[src/rtl/zba_first_zero.sv]
module zba_first_zero #(
  parameter int W = 32
) (
  input  logic [W-1:0]                 vec_i,
  output logic                         found_o,
  output logic [((W > 1) ? $clog2(W) : 1)-1:0] idx_o
);

  localparam int IW = (W > 1) ? $clog2(W) : 1;

  // lowest clear bit wins
  always_comb begin
    found_o = 1'b0;
    idx_o   = '0;
    for (int i = W - 1; i >= 0; i--) begin
      if (!vec_i[i]) begin
        found_o = 1'b1;
        idx_o   = IW'(i);
      end
    end
  end

endmodule

[config.mk]
export PLATFORM = sky130hd
export DESIGN_NAME = zba_first_zero
export DESIGN_NICKNAME = d
export VERILOG_FILES = /design/src/rtl/zba_first_zero.sv
export SDC_FILE = /design/constraint.sdc
export NUM_CORES = 1
export LEC_CHECK = 0
export ABC_AREA = 1
export CAP_MARGIN = 20
export CORE_AREA = 2 2 39 41
export DETAILED_ROUTE_END_ITERATION = 10
export DIE_AREA = 0 0 41 43
export DONT_BUFFER_PORTS = 1
export SLEW_MARGIN = 20
export SYNTH_ARGS = -nofsm -noshare
export SYNTH_HDL_FRONTEND = slang
export SYNTH_SLANG_ARGS = --single-unit
[constraint.sdc]
create_clock -name vclk -period 4.2
set_input_delay 0.84 -clock vclk [all_inputs]
set_output_delay 0.84 -clock vclk [all_outputs]
set_load 0.01 [all_outputs]
==> flow_summary.json <==
{
  "outcome": "complete, no violations",
  "layout.cells.non_filler": 94,
  "max_stage_delay_ps": 170,
  "drv_cap": 0,
  "cts-resized-gates": 0,
  "initial_core_util": 0.241,
  "synth_cell_type_count": 11,
  "yosysWarningCount": 0,
  "cpMostUsedCell": "nand2_1",
  "maxSlewViolCount": 0,
  "grt_pass1_wl_um": 1500,
  "end_kind": "output port",
  "crit_fanout": 3,
  "finalCritPeriodShare": 0.771,
  "final_cell_mix": "nand2_1, nor2_1, nand4_1, inv_1, a31oi_1",
  "finalWorstSetupSlack_ps": 964,
  "totalWireLength_um": 902,
  "place_inst": 94,
  "wire_per_inst_um": 9.60,
  "die_area_um2": 1760,
  "syn_inst": 78,
  "dr.first_iter.drc_count": 18,
  "synth.area.mux_share": 0,
  "seqCellArea_um2": 0,
  "grt_usage": 0.111,
  "post_cts_buffers": 0,
  "vias": 476,
  "first_pass_iters": 4,
  "rsz0062_at_grt": "false",
  "path_class": "input pin to output port",
  "synth-xor-area-share": 0,
  "grt_max_degree": 4,
  "worstHoldEndpoint": "idx_o[0]",
  "syn-num-nets": 110,
  "slowest_stage": "a21oi_2",
  "fin_setup_tns_ps": 0,
  "cp-start-kind": "input pin",
  "syn_area_um2": 333,
  "detail-route-antenna-nets": 0,
  "worst-path-buf-inv": 1,
  "gp_congestion": 0.692,
  "n_fill_cell": 171,
  "drc": 0,
  "dp_slack_ps": 967,
  "tightestPinTransition_ps": 386,
  "ir_drop_mv": 0.0127,
  "max_slew_margin": 0.741,
  "final_common_cell": "nand2_1",
  "n_clock_buffer": 0,
  "p_leak_nw": 0.164,
  "final.min_clock_period_ps": 3240,
  "synth-compound-area-share": 0.165,
  "n_antenna_cell": 0,
  "die_y_um": 43,
  "antenna_found_initial": 0,
  "io_buffers": 0,
  "fp.dieW_um": 41,
  "areaGrowthSynthToFinish_pct": 6.01,
  "cp_top_family": "simple AND/OR/NAND/NOR gates",
  "synthAdderAreaFrac": 0,
  "hold_viol": 0,
  "fmax_mhz": 309,
  "yosysSeqAreaShare": 0,
  "synth_area_per_cell_um2": 4.27,
  "avgViaCountPerCell": 5.06,
  "min_path_cells": 1,
  "std_cell_rows": 14,
  "p_per_area_nw_per_um2": 57.2,
  "synth-simple-area-share": 0.789,
  "hold_buffers": 0,
  "io_pins": 38,
  "nets": 112,
  "crit_arrival_ps": 2400,
  "worst_ep_required_time_ps": 3360,
  "worstHoldPathType": "input pin to output port",
  "setup_viol": 0,
  "overflow": 0,
  "worstHoldStart": "vec_i[1]",
  "synth_top_family_by_area": "simple AND/OR/NAND/NOR gates",
  "core-area_um2": 1380,
  "first_global_vias": 454,
  "drive_gt1_frac": 0.0128,
  "nFlopsAndLatches": 0
}
## area by class of cell
class,count,area [um^2],share of cell area
multi-input combinational,74,318,0.901
tap,16,20.0,0.0567
inverter,4,15.0,0.0426
## cells in the mapped netlist
cell	n	area, um^2
nand2_1	48	180
inv_1	4	15.0
a21oi_1	1	5.00
nor2_1	10	37.5
a31oi_1	4	25.0
nor3_1	2	10.0
a311oi_1	1	8.76
nand3_1	2	10.0
nand4_1	4	25.0
a21oi_2	1	8.76
o31ai_1	1	7.51
## layer usage
layer / GRT usage / vias up / part of all wire
li1: - / 259 / -
met5: 0 / - / 0
met2: 0.194 / 14 / 0.54
met1: 0.123 / 203 / 0.36
met3: 0.0209 / 0 / 0.093
met4: 0.0400 / 0 / 0
## where the power goes
group	internal, mW	switching (mW)	total (mW)
clock	0	0	0
sequential	0	0	0
combinational	0.00855	0.0116	0.0202
## worst max path at each step
| stage | startpoint | endpoint | slack, ps | cells past startpoint |
|---|---|---|---|---|
| floorplan | vec_i[31] | idx_o[0] | 1110 | 31 |
| global placement | vec_i[31] | idx_o[0] | 1010 | 31 |
| detailed placement | vec_i[31] | idx_o[0] | 970 | 31 |
| CTS | vec_i[31] | idx_o[0] | 960 | 31 |
| global route | vec_i[31] | idx_o[0] | 690 | 31 |
| finish | vec_i[31] | idx_o[0] | 960 | 31 |
## kinds of logic after synthesis
group                  Yosys count
AND/OR/NAND/NOR                 66
buffers and inverters            4
AO/OA/AOI/OAI                    8
## stage by stage
step | hold slack (ps) | total power, mW | cell area [um^2] | util
2_1_floorplan | 1730 | 0.0177 | 333 | -
3_3_place_gp | 1730 | 0.0198 | 353 | 0.255
3_5_place_dp | 1730 | 0.0203 | 353 | 0.255
4_1_cts | 1730 | 0.0204 | 353 | 0.255
5_1_grt | 1740 | 0.0237 | 353 | 0.255
6_report | 1730 | 0.0202 | 353 | 0.255
Power figures use the tool's default switching activity.
